**config.mk**
```make
export PLATFORM = sky130hd
export DESIGN_NAME = unique_index_fifo_unit
export DESIGN_NICKNAME = d
export VERILOG_FILES = /design/src/uif_pkg.sv /design/src/unique_index_fifo_unit.sv
export VERILOG_INCLUDE_DIRS = /design/src /design/src/src
export SDC_FILE = /design/constraint.sdc
export NUM_CORES = 1
export LEC_CHECK = 0
export ABC_CLOCK_PERIOD_IN_PS = 4400
export BUFFER_PORTS_ARGS = -buffer_cell sky130_fd_sc_hd__buf_2
export CAP_MARGIN = 20
export CORE_AREA = 3 3 101 103
export CTS_BUF_LIST = sky130_fd_sc_hd__clkbuf_16
export CTS_CLUSTER_SIZE = 20
export DETAILED_ROUTE_END_ITERATION = 10
export DIE_AREA = 0 0 104 106
export PLACE_DENSITY = 0.72
export REMOVE_ABC_BUFFERS = 1
export SYNTH_ARGS = -nofsm -noshare
export SYNTH_HDL_FRONTEND = slang
export SYNTH_SLANG_ARGS = --single-unit
```
**constraint.sdc**
```tcl
create_clock -name i_clk -period 4.4 [get_ports i_clk]
set_input_delay 1.1 -clock i_clk [delete_from_list [all_inputs] [get_ports i_clk]]
set_output_delay 1.1 -clock i_clk [all_outputs]
set_load 0.02 [all_outputs]
```
**src/unique_index_fifo_unit_assert.svh**
```systemverilog
// Assertion macros shared by the unique index queue.
`ifndef UNIQUE_INDEX_FIFO_UNIT_ASSERT_SVH
`define UNIQUE_INDEX_FIFO_UNIT_ASSERT_SVH

// Same-cycle implication, checked at every rising clock edge out of reset.
`define UIF_ASSERT_SAME(label, ante, cons, msg) \
    label: assert property (@(posedge i_clk) disable iff (!i_rst_n) (ante) |-> (cons)) \
        else $error(msg);

// Next-cycle implication, checked at every rising clock edge out of reset.
`define UIF_ASSERT_NEXT(label, ante, cons, msg) \
    label: assert property (@(posedge i_clk) disable iff (!i_rst_n) (ante) |=> (cons)) \
        else $error(msg);

`endif

```
**src/uif_pkg.sv**
```systemverilog
package uif_pkg;

    // Field widths fixed by the stream format.
    localparam int unsigned IDX_W = 4;
    localparam int unsigned OCC_W = 5;
    localparam int unsigned STATUS_W = 2;
    localparam int unsigned IDX_N = 16;

    // Opcode carried in the input tuser.
    localparam logic OP_ENQ = 1'b0;
    localparam logic OP_DEQ = 1'b1;

    // Result status codes.
    typedef enum logic [STATUS_W-1:0] {
        ST_OK    = 2'd0,
        ST_DUP   = 2'd1,
        ST_FULL  = 2'd2,
        ST_EMPTY = 2'd3
    } t_status;

    // Control sequencer states.
    typedef enum logic {
        S_IDLE = 1'b0,
        S_READ = 1'b1
    } t_state;

endpackage

```
**src/unique_index_fifo_unit.sv**
```systemverilog
// Queue of sensor indices in which each index appears at most once. Every request is an
// enqueue (tuser 0) or a dequeue (tuser 1) and yields exactly one result carrying a status,
// the dequeued index and the occupancy after the request. The indices sit in a ring memory
// with one-cycle synchronous read; one presence flag per index, held in flip-flops and
// cleared by reset, catches duplicates. An enqueue, and a dequeue from an empty queue,
// take one cycle; a successful dequeue takes two, because the oldest entry must be read
// from the ring memory before its result and flag update are known. A new request is taken
// while the previous result is being handed over, so the output register never blocks the
// input for longer than its consumer does.
module unique_index_fifo_unit #(
    parameter int unsigned SENSORS = 16
) (
    input  logic        i_clk,
    input  logic        i_rst_n,
    input  logic        i_s_tvalid,
    output logic        o_s_tready,
    input  logic [7:0]  i_s_tdata,    // [3:0] sensor_index, [7:4] zero
    input  logic        i_s_tuser,    // [0] opcode
    output logic        o_m_tvalid,
    input  logic        i_m_tready,
    output logic [15:0] o_m_tdata,    // [3:0] dequeued_index, [8:4] occupancy, [15:9] zero
    output logic [1:0]  o_m_tuser     // [1:0] status
);

    localparam int unsigned PTR_W = $clog2(SENSORS);
    localparam logic [PTR_W-1:0] PTR_LAST = PTR_W'(SENSORS - 1);

    // Ring memory of queued indices.
    logic [uif_pkg::IDX_W-1:0] r_ring [SENSORS];
    logic [uif_pkg::IDX_W-1:0] r_rd_data;

    // Control and payload registers.
    uif_pkg::t_state r_state, n_state;
    logic [uif_pkg::IDX_N-1:0] r_present, n_present;
    logic [PTR_W-1:0] r_head, n_head;
    logic [PTR_W-1:0] r_tail, n_tail;
    logic [uif_pkg::OCC_W-1:0] r_count, n_count;
    logic r_out_valid, n_out_valid;
    uif_pkg::t_status r_status, n_status;
    logic [uif_pkg::IDX_W-1:0] r_deq, n_deq;
    logic [uif_pkg::OCC_W-1:0] r_occ, n_occ;

    logic w_accept;
    logic [uif_pkg::IDX_W-1:0] w_idx;
    logic w_wr_en;
    logic w_rd_en;

    assign w_idx = i_s_tdata[uif_pkg::IDX_W-1:0];
    assign o_s_tready = (r_state == uif_pkg::S_IDLE) && (!r_out_valid || i_m_tready);
    assign w_accept = i_s_tvalid && o_s_tready;

    // Next state, pointer, flag and result logic.
    always_comb begin
        n_state = r_state;
        n_present = r_present;
        n_head = r_head;
        n_tail = r_tail;
        n_count = r_count;
        n_out_valid = r_out_valid && !i_m_tready;
        n_status = r_status;
        n_deq = r_deq;
        n_occ = r_occ;
        w_wr_en = 1'b0;
        w_rd_en = 1'b0;
        case (r_state)
            uif_pkg::S_IDLE: begin
                if (w_accept) begin
                    n_deq = '0;
                    if (i_s_tuser == uif_pkg::OP_ENQ) begin
                        n_out_valid = 1'b1;
                        if (32'(w_idx) >= SENSORS || r_present[w_idx]) begin
                            n_status = uif_pkg::ST_DUP;
                        end else if (32'(r_count) >= SENSORS) begin
                            n_status = uif_pkg::ST_FULL;
                        end else begin
                            w_wr_en = 1'b1;
                            n_present[w_idx] = 1'b1;
                            n_tail = (r_tail == PTR_LAST) ? '0 : r_tail + 1'b1;
                            n_count = r_count + 1'b1;
                            n_status = uif_pkg::ST_OK;
                        end
                    end else if (r_count == '0) begin
                        n_out_valid = 1'b1;
                        n_status = uif_pkg::ST_EMPTY;
                    end else begin
                        // Read the oldest entry into r_rd_data; the result is registered from it in S_READ.
                        w_rd_en = 1'b1;
                        n_head = (r_head == PTR_LAST) ? '0 : r_head + 1'b1;
                        n_count = r_count - 1'b1;
                        n_status = uif_pkg::ST_OK;
                        n_state = uif_pkg::S_READ;
                    end
                    n_occ = n_count;
                end
            end
            uif_pkg::S_READ: begin
                // Entries hold only indices below SENSORS, so the flag always exists.
                n_deq = r_rd_data;
                n_present[r_rd_data] = 1'b0;
                n_out_valid = 1'b1;
                n_state = uif_pkg::S_IDLE;
            end
            default: begin
                n_state = uif_pkg::S_IDLE;
            end
        endcase
    end

    // Ring memory write and registered read.
    always_ff @(posedge i_clk) begin
        if (w_wr_en) begin
            r_ring[r_tail] <= w_idx;
        end
        if (w_rd_en) begin
            r_rd_data <= r_ring[r_head];
        end
    end

    // Control registers.
    always_ff @(posedge i_clk) begin
        if (!i_rst_n) begin
            r_state <= uif_pkg::S_IDLE;
            r_present <= '0;
            r_head <= '0;
            r_tail <= '0;
            r_count <= '0;
            r_out_valid <= 1'b0;
        end else begin
            r_state <= n_state;
            r_present <= n_present;
            r_head <= n_head;
            r_tail <= n_tail;
            r_count <= n_count;
            r_out_valid <= n_out_valid;
        end
    end

    // Result payload registers.
    always_ff @(posedge i_clk) begin
        r_status <= n_status;
        r_deq <= n_deq;
        r_occ <= n_occ;
    end

    assign o_m_tvalid = r_out_valid;
    assign o_m_tuser = r_status;
    assign o_m_tdata = {7'd0, r_occ, r_deq};

    `include "unique_index_fifo_unit_assert.svh"

    `UIF_ASSERT_SAME(a_flags_match_count, r_state == uif_pkg::S_IDLE, 32'($countones(r_present)) == 32'(r_count), "presence flags disagree with entry count")
    `UIF_ASSERT_SAME(a_read_slot_free, r_state == uif_pkg::S_READ, !r_out_valid, "output register busy while a dequeue read completes")
    `UIF_ASSERT_NEXT(a_deq_reads, w_accept && i_s_tuser == uif_pkg::OP_DEQ && r_count != '0, r_state == uif_pkg::S_READ && o_m_tvalid == 1'b0, "dequeue did not start a ring read")
    `UIF_ASSERT_SAME(a_count_bound, 1'b1, r_count <= uif_pkg::OCC_W'(uif_pkg::IDX_N), "entry count exceeds the number of indices")

endmodule
```
# Yosys cells after proc, flatten, opt, wreduce, memory -nomap -nowiden
# Memories as Yosys holds them, arrays and structs flattened. A register that Yosys moved wholly into a read port is not among the register bits.
# Index checks and enable logic that the tools add are counted.
# Widths: inputs -> output; s select.
dict set report op_classes {
  addsub 4
  n_lt_le_gt_ge 5
  eq_ne 6
  muxes 39
  bitwise_logic 8
  reduce_logical 13
}
# cell count
set ops {}
lappend ops {{$mux 16} 4}
lappend ops {{$pmux 16 s2} 1}
lappend ops {{$mux 5} 4}
lappend ops {{$mux 1} 17}
lappend ops {{$and 16x16->16} 1}
lappend ops {{$not 16->16} 1}
lappend ops {{$or 16x16->16} 1}
lappend ops {{$mux 4} 3}
lappend ops {{$lt 4x5->1 const B} 2}
lappend ops {{$add 4x1->4 const B} 2}
lappend ops {{$demux 1 s4} 2}
lappend ops {{$eq 4x4->1 const B} 2}
lappend ops {{$ge 4x1->1 const B} 2}
lappend ops {{$mux 2} 4}
lappend ops {{$ne 2x2->1 const B} 4}
lappend ops {{$pmux 4 s2} 1}
lappend ops {{$reduce_and 4->1} 2}
lappend ops {{$add 5x1->5 const B} 1}
lappend ops {{$ge 5x5->1 const B} 1}
lappend ops {{$logic_and 1x1->1} 5}
lappend ops {{$logic_not 5->1} 1}
lappend ops {{$not 1->1} 5}
lappend ops {{$reduce_and 5->1} 1}
lappend ops {{$sub 5x1->5 const B} 1}
lappend ops {{other kinds (5)} 7}
dict set report word_totals {
  ff_bits 42
  mem_bits_rw 64
  in_bits 13
  output_inout_bits 20
  wordCells 85
  n_memories 1
}
# name depth word_bits rd rd_ports_with_merged_regs wr line
set mem_list {}
lappend mem_list {r_ring 16 4 1 1 1 unique_index_fifo_unit.sv:29} ;# logic [uif_pkg::IDX_W-1:0] r_ring [SENSORS];

# Logic depth before layout (Yosys ltp)
# Gate-level depths: netlist of run 1.
dict set report logic_depth {
  ltp_word 10
  mapped_depth 7
  ltp_nobuf 7
}

# Worst setup path after synthesis of run 1
# No wires, ideal clock.
dict set report synth_path {
  kind {input port to flip-flop}
  from {input i_s_tdata[1]}
  to {memory r_ring[2][0] in the netlist's numbering (enable)}
  setup_ns 0.361
  arrival_ns 2.892
  required_ns 4.039
  path_slack_ns 1.147
  cell_stages 7
  n_path_buf 2
  cell_sequence {buf_6 mux2_1 mux4_2 o22ai_4 buf_6 nand2_2 nor3_1}
}
dict set report synth_between {
  elab_chain_len 8
}
# element line
set synth_rtl {}
lappend synth_rtl {{from (decl)} unique_index_fifo_unit.sv:17} ;# input logic [7:0] i_s_tdata,
lappend synth_rtl {{$bmux 1 s4} unique_index_fifo_unit.sv:71} ;# if (32'(w_idx) >= SENSORS || r_present[w_idx]) begin
lappend synth_rtl {{$mux 1 (implied by the code)} unique_index_fifo_unit.sv:71}
lappend synth_rtl {{$mux 1} unique_index_fifo_unit.sv:71}
lappend synth_rtl {{$mux 1} unique_index_fifo_unit.sv:69} ;# if (i_s_tuser == uif_pkg::OP_ENQ) begin
lappend synth_rtl {{$mux 1} unique_index_fifo_unit.sv:67} ;# if (w_accept) begin
lappend synth_rtl {{$mux 1} unique_index_fifo_unit.sv:65} ;# case (r_state)
lappend synth_rtl {{$mux 1} unique_index_fifo_unit.sv:111} ;# if (w_wr_en) begin
lappend synth_rtl {{$mux 1 (implied by the code)} unique_index_fifo_unit.sv:112} ;# r_ring[r_tail] <= w_idx;
lappend synth_rtl {{to (decl)} unique_index_fifo_unit.sv:29}
# No other way between the ends. The select of a mux whose other input is x is not followed.

# Final worst setup path of run 1
dict set report layout_path {
  from {input i_s_tdata[1]}
  to {memory r_ring[3][3] in the netlist's numbering (enable)}
}
# The elaborated chain is that of the path after synthesis.

==> results.yml, run 1 <==
run_status:
  run_status: "completed"
synthesis:
  share_of_flip_flops_with_an_asynchronous_set_or_reset_after_synthesis_pct: 0
  synthDistinctLibCells: 50
  synthesis.yosys.warnings: 0
  yosys_register_bits: 110
  synth_top_area_share_pct: 46.3
  synth_ff_type: "edfxtp_1"
  yosysSeqAreaShare_pct: 58.4
  post-synth-top-count-cell: "edfxtp_1"
  syn-cell-area_um2: 5120
  number_of_enable_type_register_cells_in_the_synthesized_netlist: 79
  synth_top_cell_by_area: "edfxtp_1"
  ys_top_cells_by_count: "edfxtp_1, nor2_1, dfxtp_1"
  post_syn_instances: 396
  netlist_top_cells_area: "edfxtp_1, dfxtp_1, mux4_2, nor2_1, mux2i_1"
  syn_avg_cell_area_um2: 12.9
place:
  portBuffers: 21
  detailedPlacementHpwl_um: 7260
  dp_cells: 529
  gp_congestion: 0.837
floorplan:
  floorplan.initialDensity_pct: 55.2
  placeable_core_area_um2: 9280
  die_y_um: 106
  die-area_um2: 11000
  core.rowCount: 35
  die_w_um: 104
  io_pins: 33
timing:
  hold_viol_final: 0
  worst-slew-pin-transition_ns: 0.987
  fin_hold_ws_ns: 0.497
  rsz0062_at_grt: "false"
  fin_skew_ns: 0.0120
  max_freq_mhz: 302
  layout_worst_path_cycle_share_pct: 75.2
  number_of_max_slew_violations_in_the_final_report: 0
  fin_tns_setup_ns: 0
  timing.max_slew.rel_slack_pct: 34.1
  finalSetupViolations: 0
  min_period_ns: 3.31
final_layout:
  fillCellCount: 769
  area_grow_syn2layout_pct: 9.11
  drive_gt1_share_pct: 18.5
  final_nets: 432
  final-seq-area_um2: 2990
  final_cells: 545
  multi_input_area_um2: 1940
  antennaDiodeCount: 0
critical_path:
  crit_fanout: 15
  timing.reg2reg.worst_path_depth: 3
  r2r_start: "r_head[0]$_SDFFE_PN0P_"
  critPathLaunch: "i_s_tdata[1]"
  crit_path_launch_type: "input pin"
  worstPathArrival_ns: 3.30
  critical-path-max-stage-delay_ns: 0.49
  setup.reg_to_reg.worst_slack_ns: 1.83
  setup.worst_path.end_class: "flop"
  cp_slowest_cell: "nor3_1"
  regToRegEndpoint: "r_rd_data[1]$_DFFE_PP_"
  crit_path_end: "r_ring[3][3]$_DFFE_PP_"
  timing.critical_path.cells: "buf_2, mux2_2, mux4_2, o22ai_4, nand2_1, nor3_1"
  worst-endpoint-required_ns: 4.39
  setup.worst_path.class: "input pin to flop"
global_routing:
  globalRouteOverflowTotal: 0
  vias_in_the_first_global_route: 3163
  antenna_violations_before_repair: 0
  grt_start_max_net_pins: 29
  grt_usage_pct: 20.1
  wire_length_of_the_first_global_routing_pass_um: 17200
clocking:
  max-clock-path-buffers: 2
  cts_tree: "yes"
  postCtsResizedCells: 0
  clock-root-buffer: "clkbuf_16"
  clock_insertion_delay_worst_skew_ns: 0.35
  cts_made_buffers: 9
  cts.htree.levels: 3
  cts_hold_buf: 0
  path_clk_slew_ns: 0.08
  clock_sink_count: 110
  setup_repair_bufs_after_cts: 0
route:
  detail_route.first_pass.iterations: 4
  detail_route.drc_violations: 0
  post_drt_wl_per_cell_um: 19.3
  postRouteWirelength_um: 10500
  route.vias.total: 3320
  detail-route-antenna-nets: 0
  routed_via_density: 6.09
  drt-initial-drc-count: 277
worst_hold_path:
  hp-class: "flop to flop"
power:
  leakage_power_of_the_design_uw: 0.00187
  power_density_nw_per_um2: 458
  fin_total_pwr_uw: 2560
  worst_ir_drop_vdd_v: 0.000240
job:
  cap_violations: 0
## state kept, by name (all words and copies together), names as in the netlist
signal / cells
r_ring: 64
r_present: 16
r_count: 5
r_occ: 5
r_deq: 4
r_head: 4
r_rd_data: 4
r_tail: 4
o_m_tuser: 2
o_m_tvalid: 1
r_state: 1
## per-layer routing
| metal | share of wire, % | GRT usage (%) | wire length, µm | vias up |
|---|---|---|---|---|
| met4 | 2.1 | 7.88 | 224 | 0 |
| met5 | 0 | 0 | 0 | - |
| met1 | 43 | 27.1 | 4500 | 1644 |
| met2 | 49 | 32.7 | 5190 | 123 |
| met3 | 5.9 | 3.89 | 625 | 23 |
| li1 | - | - | - | 1530 |
## logic make-up after synthesis
| family | Yosys count | synth area share, % |
|---|---|---|
| compound gates | 74 | 9.33 |
| xor+xnor | 2 | 0.342 |
| fa+ha+maj | 8 | 1.95 |
| buf+inv | 40 | 4.06 |
| flops | 110 | 58.4 |
| mux | 45 | 14.9 |
| other cells | 1 | 0.0732 |
| simple gates | 116 | 10.9 |
## cell type report
class,count,area share [%]
Sequential cell,110,53.6
Clock buffer,9,4.03
Timing Repair Buffer,27,2.69
Multi-Input combinational cell,252,34.8
Tap cell,129,2.89
Clock inverter,7,1.32
Inverter,11,0.739
## critical path, delay by kind of cell
kind,cells,cell delay [ns]
AND/OR/NAND/NOR,2,0.71
AO/OA/AOI/OAI,1,0.29
multiplexers,2,0.86
buffers and inverters,1,0.32
## layout by cell type, fill, tap and decap left out, drive strengths merged, types with 3 or more instances in the layout
| cell type | count |
|---|---|
| edfxtp | 79 |
| nor2 | 36 |
| dfxtp | 31 |
| buf | 27 |
| nand2 | 26 |
| mux4 | 24 |
| o21ai | 24 |
| inv | 15 |
| a21oi | 14 |
| mux2i | 13 |
| nand3 | 11 |
| a31oi | 11 |
| nand2b | 9 |
| clkbuf | 9 |
| ha | 8 |
| mux2 | 8 |
| conb | 7 |
| nor3 | 7 |
| nand4 | 6 |
| and2 | 6 |
| or3 | 6 |
| nor2b | 6 |
| o211ai | 3 |
| a22oi | 3 |
| o22ai | 3 |
| clkinv | 3 |
## worst min path at each step
stage,slack [ns],cells after the start,endpoint,from
6_report,0.50,2,r_present[12]$_SDFFE_PN0P_,r_present[12]$_SDFFE_PN0P_
5_1_grt,0.52,2,r_present[6]$_SDFFE_PN0P_,r_present[6]$_SDFFE_PN0P_
3_3_place_gp,0.47,2,r_present[12]$_SDFFE_PN0P_,r_present[12]$_SDFFE_PN0P_
4_1_cts,0.49,2,r_present[12]$_SDFFE_PN0P_,r_present[12]$_SDFFE_PN0P_
2_1_floorplan,0.46,2,r_present[12]$_SDFFE_PN0P_,r_present[12]$_SDFFE_PN0P_
3_5_place_dp,0.48,2,r_present[12]$_SDFFE_PN0P_,r_present[12]$_SDFFE_PN0P_
## where the power goes
group | switching (µW) | internal [µW] | leakage (µW)
registers | 71.6 | 1190 | 0.000974
logic | 294 | 204 | 0.000748
clock network | 397 | 404 | 0.000148
total | 763 | 1800 | 0.00187
## stage by stage
stage | utilization [%] | setup WS (ns) | instance area (µm²)
CTS | 60.2 | 1.10 | 5590
detailed placement | 57.0 | 0.719 | 5290
global placement | 57.0 | 0.772 | 5290
floorplan | - | 1.10 | 4980
finish | 60.2 | 1.09 | 5590
global route | 60.2 | 0.853 | 5590
No activity file was read; power rests on OpenSTA's default activity.
==> run 2: changes to the inputs <==
--- a/config.mk
+++ b/config.mk
@@ -6,14 +6,15 @@
 export SDC_FILE = /design/constraint.sdc
 export NUM_CORES = 1
 export LEC_CHECK = 0
-export ABC_CLOCK_PERIOD_IN_PS = 4400
+export ABC_AREA = 1
+export ABC_CLOCK_PERIOD_IN_PS = 3100
 export BUFFER_PORTS_ARGS = -buffer_cell sky130_fd_sc_hd__buf_2
 export CAP_MARGIN = 20
-export CORE_AREA = 3 3 101 103
+export CORE_AREA = 3 3 102 104
 export CTS_BUF_LIST = sky130_fd_sc_hd__clkbuf_16
 export CTS_CLUSTER_SIZE = 20
 export DETAILED_ROUTE_END_ITERATION = 10
-export DIE_AREA = 0 0 104 106
+export DIE_AREA = 0 0 105 107
 export PLACE_DENSITY = 0.72
 export REMOVE_ABC_BUFFERS = 1
 export SYNTH_ARGS = -nofsm -noshare
==> constraint.sdc (replaced) <==
create_clock -name i_clk -period 3.1 [get_ports i_clk]
set_input_delay 0.775 -clock i_clk [delete_from_list [all_inputs] [get_ports i_clk]]
set_output_delay 0.775 -clock i_clk [all_outputs]
set_load 0.02 [all_outputs]
==> results.yml, run 2 <==
synthesis:
  synth_ff_type: "edfxtp_1"
  synthesis.yosys.warnings: 0
  netlist_top_cells_area: "edfxtp_1, dfxtp_1, nand2_1, nor2_1, o21ai_0"
  synthDistinctLibCells: 39
  yosysSeqAreaShare_pct: 57.1
  yosys_register_bits: 110
  ys_top_cells_by_count: "nand2_1, nor2_1, edfxtp_1"
  synth_top_area_share_pct: 45.3
  syn_avg_cell_area_um2: 9.21
  share_of_flip_flops_with_an_asynchronous_set_or_reset_after_synthesis_pct: 0
  number_of_enable_type_register_cells_in_the_synthesized_netlist: 79
  synth_top_cell_by_area: "edfxtp_1"
  post-synth-top-count-cell: "nand2_1"
  syn-cell-area_um2: 5240
  post_syn_instances: 569
global_routing:
  wire_length_of_the_first_global_routing_pass_um: 18600
  globalRouteOverflowTotal: 0
  grt_start_max_net_pins: 36
  globalRoute.busiestLayer: "met2"
  grt_usage_pct: 21.0
  grt_use_met1_pct: 29.1
  vias_in_the_first_global_route: 3720
  antenna_violations_before_repair: 0
  grt.met2_usage_pct: 34.1
  gr-usage-met3_pct: 2.65
timing:
  fin_skew_ns: 0.00913
  fin_tns_setup_ns: 0
  max_freq_mhz: 393
  number_of_max_slew_violations_in_the_final_report: 0
  min_period_ns: 2.54
  timing.max_slew.rel_slack_pct: 63.4
  layout_worst_path_cycle_share_pct: 82.1
  hold_viol_final: 0
  fin_hold_ws_ns: 0.449
  finalSetupViolations: 0
  rsz0062_at_grt: "false"
  worst-slew-pin-transition_ns: 0.548
critical_path:
  critPathLaunch: "i_s_tdata[0]"
  r2r_start: "r_state$_SDFF_PN0_"
  worst-endpoint-required_ns: 3.09
  worstPathArrival_ns: 2.53
  setup.worst_path.end_class: "flop"
  crit_path_launch_type: "input pin"
  crit_fanout: 10
  setup.worst_path.class: "input pin to flop"
power:
  worst_ir_drop_vdd_v: 0.000285
  power_density_nw_per_um2: 555
  leakage_power_of_the_design_uw: 0.00224
clocking:
  cts.htree.levels: 3
  cts_hold_buf: 0
  path_clk_slew_ns: 0.07
  cts_made_buffers: 9
  clock_insertion_delay_worst_skew_ns: 0.35
  max-clock-path-buffers: 2
  clock-root-buffer: "clkbuf_16"
  cts_tree: "yes"
  setup_repair_bufs_after_cts: 0
  postCtsResizedCells: 0
  clock_sink_count: 110
floorplan:
  floorplan.initialDensity_pct: 54.3
  core.rowCount: 36
  die_w_um: 105
  io_pins: 33
  placeable_core_area_um2: 9640
  die_y_um: 107
  die-area_um2: 11200
place:
  portBuffers: 21
  dp_cells: 713
  gp_congestion: 0.919
  detailedPlacementHpwl_um: 7920
worst_hold_path:
  hp-start: "r_present[4]$_SDFFE_PN0P_"
  hp-class: "flop to flop"
final_layout:
  final_nets: 613
  drive_gt1_share_pct: 12.4
  antennaDiodeCount: 0
  area_grow_syn2layout_pct: 10.3
  final_cells: 730
  fin_util_pct: 59.9
  top_register: "r_ring"
  mostFrequentLayoutCell: "nand2_1"
  largest_register_ff_count: 64
  reg_top3: "r_ring (64), r_present (16)"
  mostFrequentLayoutCells: "nand2_1, nor2_1, edfxtp_1, inv_1, o21ai_0"
route:
  postRouteWirelength_um: 11300
  detail_route.drc_violations: 0
  post_drt_wl_per_cell_um: 15.5
  route.vias.total: 3982
  drt-initial-drc-count: 364
  detail_route.first_pass.iterations: 5
  routed_via_density: 5.45
  detail-route-antenna-nets: 0
job:
  cap_violations: 0
run_status:
  run_status: "completed"
run 2: changes by cell type in the layout (fill, tap and decap cells not counted), moves of 8 or more:
| cell | previous run | this run |
|---|---|---|
| nand3_1 | 11 | 23 |
| a31oi_1 | 11 | 1 |
| o21ai_0 | 24 | 44 |
| o32ai_1 | 1 | 11 |
| nand2_1 | 24 | 118 |
| nand2b_1 | 9 | 0 |
| inv_1 | 10 | 56 |
| inv_2 | 0 | 8 |
| mux4_2 | 24 | 0 |
| a21oi_1 | 14 | 29 |
| nor2_1 | 36 | 84 |
| mux2i_1 | 13 | 5 |
run 2: worst max-delay path: stages:
cell	delay [ns]
buf_2	0.24
inv_2	0.16
nand2_1	0.09
nand2_1	0.07
nand2_1	0.06
nand2_1	0.05
nand2_1	0.10
nand2_4	0.10
nor2_8	0.18
nand3_4	0.09
clkinv_2	0.08
nand2_1	0.12
nor2_1	0.41
run 2: logic make-up (layout without fill, tap and decap cells):
| group | after synthesis | count (layout) | share of synthesized area [%] |
|---|---|---|---|
| fa+ha+maj | 8 | 8 | 1.91 |
| xor+xnor | 4 | 4 | 0.669 |
| buf+inv | 90 | 112 | 7.38 |
| compound gates | 106 | 106 | 12.2 |
| flops | 110 | 110 | 57.1 |
| simple gates | 245 | 245 | 19.7 |
| mux | 5 | 5 | 0.955 |
| other cells | 1 | 7 | 0.0716 |
run 2: stage by stage:
stage	total power, µW	instance area, µm²	setup WS, ns
floorplan	1970	5120	0.846
global placement	2100	5460	0.272
CTS	3210	5750	0.576
detailed placement	2110	5460	0.215
finish	3210	5780	0.556
global route	3340	5780	0.405
run 2: worst paths after layout:
check / slack [ns] / to / depth (start not counted)
worst max-delay path: 0.56 / r_ring[5][1]$_DFFE_PP_ / 13
worst min-delay path: 0.45 / r_present[4]$_SDFFE_PN0P_ / 2
worst max register to register: 0.88 / r_ring[5][1]$_DFFE_PP_ / 9
worst min register to register: 0.45 / r_present[4]$_SDFFE_PN0P_ / 2
run 2: final cells by class:
cell class | instances | area, µm²
tap | 133 | 166
clock inverter | 6 | 41.3
sequential | 110 | 2990
multi-input combinational | 375 | 1880
clock buffer | 10 | 250
inverter | 65 | 245
timing repair buffer | 31 | 200
fill | 848 | 3860
run 2: report_power, final:
part | switching [µW] | leakage (µW) | internal, µW | total [µW]
Clock | 519 | 0.000148 | 597 | 1120
Combinational | 290 | 0.00111 | 133 | 424
Sequential | 39.7 | 0.000975 | 1630 | 1670
run 2: metal layers:
metal | share of wire, % | up-vias
met5 | 0 | -
met4 | 2.0 | 0
met3 | 5.4 | 17
met2 | 47 | 134
met1 | 45 | 1886
li1 | - | 1945
==> run 3: changes to the inputs <==
--- a/config.mk
+++ b/config.mk
@@ -7,7 +7,7 @@
 export NUM_CORES = 1
 export LEC_CHECK = 0
 export ABC_AREA = 1
-export ABC_CLOCK_PERIOD_IN_PS = 3100
+export ABC_CLOCK_PERIOD_IN_PS = 2500
 export BUFFER_PORTS_ARGS = -buffer_cell sky130_fd_sc_hd__buf_2
 export CAP_MARGIN = 20
 export CORE_AREA = 3 3 102 104
==> constraint.sdc (replaced) <==
create_clock -name i_clk -period 2.5 [get_ports i_clk]
set_input_delay 0.625 -clock i_clk [delete_from_list [all_inputs] [get_ports i_clk]]
set_output_delay 0.625 -clock i_clk [all_outputs]
set_load 0.02 [all_outputs]
==> results.yml, run 3 (synthesized netlist as in run 2, its figures left out) <==
route:
  route.vias.total: 3970
  detail_route.first_pass.iterations: 5
  routed_via_density: 5.36
  post_drt_wl_per_cell_um: 15.2
  drt-initial-drc-count: 338
  detail_route.drc_violations: 0
  postRouteWirelength_um: 11300
  detail-route-antenna-nets: 0
timing:
  hold_viol_final: 0
  fin_skew_ns: 0.00806
  fin_tns_setup_ns: 0
  worst-slew-pin-transition_ns: 0.597
  rsz0062_at_grt: "false"
  number_of_max_slew_violations_in_the_final_report: 0
  min_period_ns: 2.14
  layout_worst_path_cycle_share_pct: 85.5
  timing.max_slew.rel_slack_pct: 60.2
  max_freq_mhz: 468
  finalSetupViolations: 0
critical_path:
  worstPathArrival_ns: 2.15
  setup.worst_path.class: "input pin to flop"
  crit_path_launch_type: "input pin"
  regToRegEndpoint: "r_head[3]$_SDFFE_PN0P_"
  timing.reg2reg.worst_path_depth: 11
  r2r_start: "r_count[0]$_SDFFE_PN0P_"
  crit_fanout: 18
  setup.reg_to_reg.worst_slack_ns: 0.49
  setup.worst_path.end_class: "flop"
  worst-endpoint-required_ns: 2.51
clocking:
  max-clock-path-buffers: 2
  clock-root-buffer: "clkbuf_16"
  clock_insertion_delay_worst_skew_ns: 0.35
  cts_hold_buf: 0
  postCtsResizedCells: 0
  cts.htree.levels: 3
  setup_repair_bufs_after_cts: 0
  clock_sink_count: 110
  cts_made_buffers: 9
  path_clk_slew_ns: 0.07
  cts_tree: "yes"
worst_hold_path:
  hp-start: "r_present[4]$_SDFFE_PN0P_"
  holdPathStages: 2
  hp-class: "flop to flop"
  worstHoldEndpoint: "r_present[4]$_SDFFE_PN0P_"
global_routing:
  antenna_violations_before_repair: 0
  grt_usage_pct: 21.1
  wire_length_of_the_first_global_routing_pass_um: 18800
  globalRouteOverflowTotal: 0
  grt_start_max_net_pins: 36
  vias_in_the_first_global_route: 3840
final_layout:
  mostFrequentLayoutCells: "nand2_1, nor2_1, edfxtp_1, inv_1, o21ai_0"
  fillCellCount: 846
  final_nets: 624
  mostFrequentLayoutCell: "nand2_1"
  reg_top3: "r_ring (64), r_present (16)"
  area_grow_syn2layout_pct: 11.7
  top_register: "r_ring"
  antennaDiodeCount: 0
  drive_gt1_share_pct: 13.8
  final_cells: 741
  largest_register_ff_count: 64
power:
  internal-power_uw: 2880
  switching_share_pct: 27.3
  clock_power_share_pct: 34.6
  worst_ir_drop_vdd_v: 0.000339
  combinationalPowerShare_pct: 13.3
  leakage_power_of_the_design_uw: 0.00228
  power_density_nw_per_um2: 678
  net-switching-power_uw: 1080
  seqPwrFrac_pct: 52.1
floorplan:
  placeable_core_area_um2: 9640
  floorplan.initialDensity_pct: 54.3
  die-area_um2: 11200
  core.rowCount: 36
  io_pins: 33
  die_w_um: 105
  die_y_um: 107
place:
  portBuffers: 21
  dp_cells: 725
  detailedPlacementHpwl_um: 7890
  gp_congestion: 0.890
job:
  cap_violations: 0
run_status:
  run_status: "completed"
==> run 3: cell types whose count changed in the layout (fill, tap and decap cells not counted), sizes merged <==
cell / previous run / this run
clkinv: 5 / 4
inv: 66 / 68
buf: 31 / 42
clkbuf: 10 / 9
==> run 3: power by group through the flow <==
stage / logic, µW / clock network [µW] / registers (µW)
final: 528 / 1370 / 2070
after global routing: 592 / 1470 / 2070
after CTS: 528 / 1400 / 2070
after detailed placement: 523 / 0 / 2110
after global placement: 511 / 0 / 2100
after floorplan: 300 / 0 / 2150
==> run 3: worst max-delay path, cell delays in order <==
cell and delay, ns:
buf_2 0.13, buf_12 0.15, nand2_1 0.06, nand2_1 0.05
nand2_1 0.05, nand2_1 0.09, nand2_1 0.11, nand2_4 0.09
nor2_8 0.13, nand3_4 0.07, clkinv_2 0.10, nand2_1 0.13
nor2_1 0.34
==> run 3: through the flow <==
step	utilization (%)	power [µW]	hold WS (ns)	worst slack, ns	cell area (µm²)
floorplan	-	2450	0.428	0.396	5120
global placement	57.7	2620	0.438	0.0423	5560
detailed placement	57.7	2630	0.444	0.0190	5560
CTS	60.7	3990	0.455	0.391	5850
global route	60.7	4140	0.479	0.223	5850
finish	60.7	3970	0.456	0.364	5850
==> run 3: layout make-up <==
cell class | instances | area, µm² | area share, %
Clock buffer | 9 | 225 | 3.85
Clock inverter | 7 | 63.8 | 1.09
Tap cell | 133 | 166 | 2.84
Timing Repair Buffer | 42 | 275 | 4.70
Multi-Input combinational cell | 375 | 1880 | 32.2
Inverter | 65 | 245 | 4.19
Sequential cell | 110 | 2990 | 51.2
==> run 3: per-layer routing <==
metal / vias to the layer above / routed length, µm / GRT usage [%]
met5: - / 0 / 0
met4: 0 / 193 / 7.69
met3: 13 / 777 / 4.58
met2: 136 / 5290 / 33.9
met1: 1858 / 5020 / 28.5
li1: 1963 / - / -
==> run 3: worst max path at each step <==
stage | cells after the start | slack, ns | startpoint | to
2_1_floorplan | 12 | 0.40 | i_s_tdata[0] | r_ring[0][0]$_DFFE_PP_
3_3_place_gp | 13 | 0.04 | i_s_tdata[0] | r_ring[0][1]$_DFFE_PP_
3_5_place_dp | 13 | 0.02 | i_s_tdata[0] | r_ring[0][2]$_DFFE_PP_
4_1_cts | 13 | 0.39 | i_s_tdata[0] | r_ring[0][2]$_DFFE_PP_
5_1_grt | 13 | 0.22 | i_s_tdata[0] | r_ring[6][3]$_DFFE_PP_
6_report | 13 | 0.36 | i_s_tdata[0] | r_ring[6][2]$_DFFE_PP_
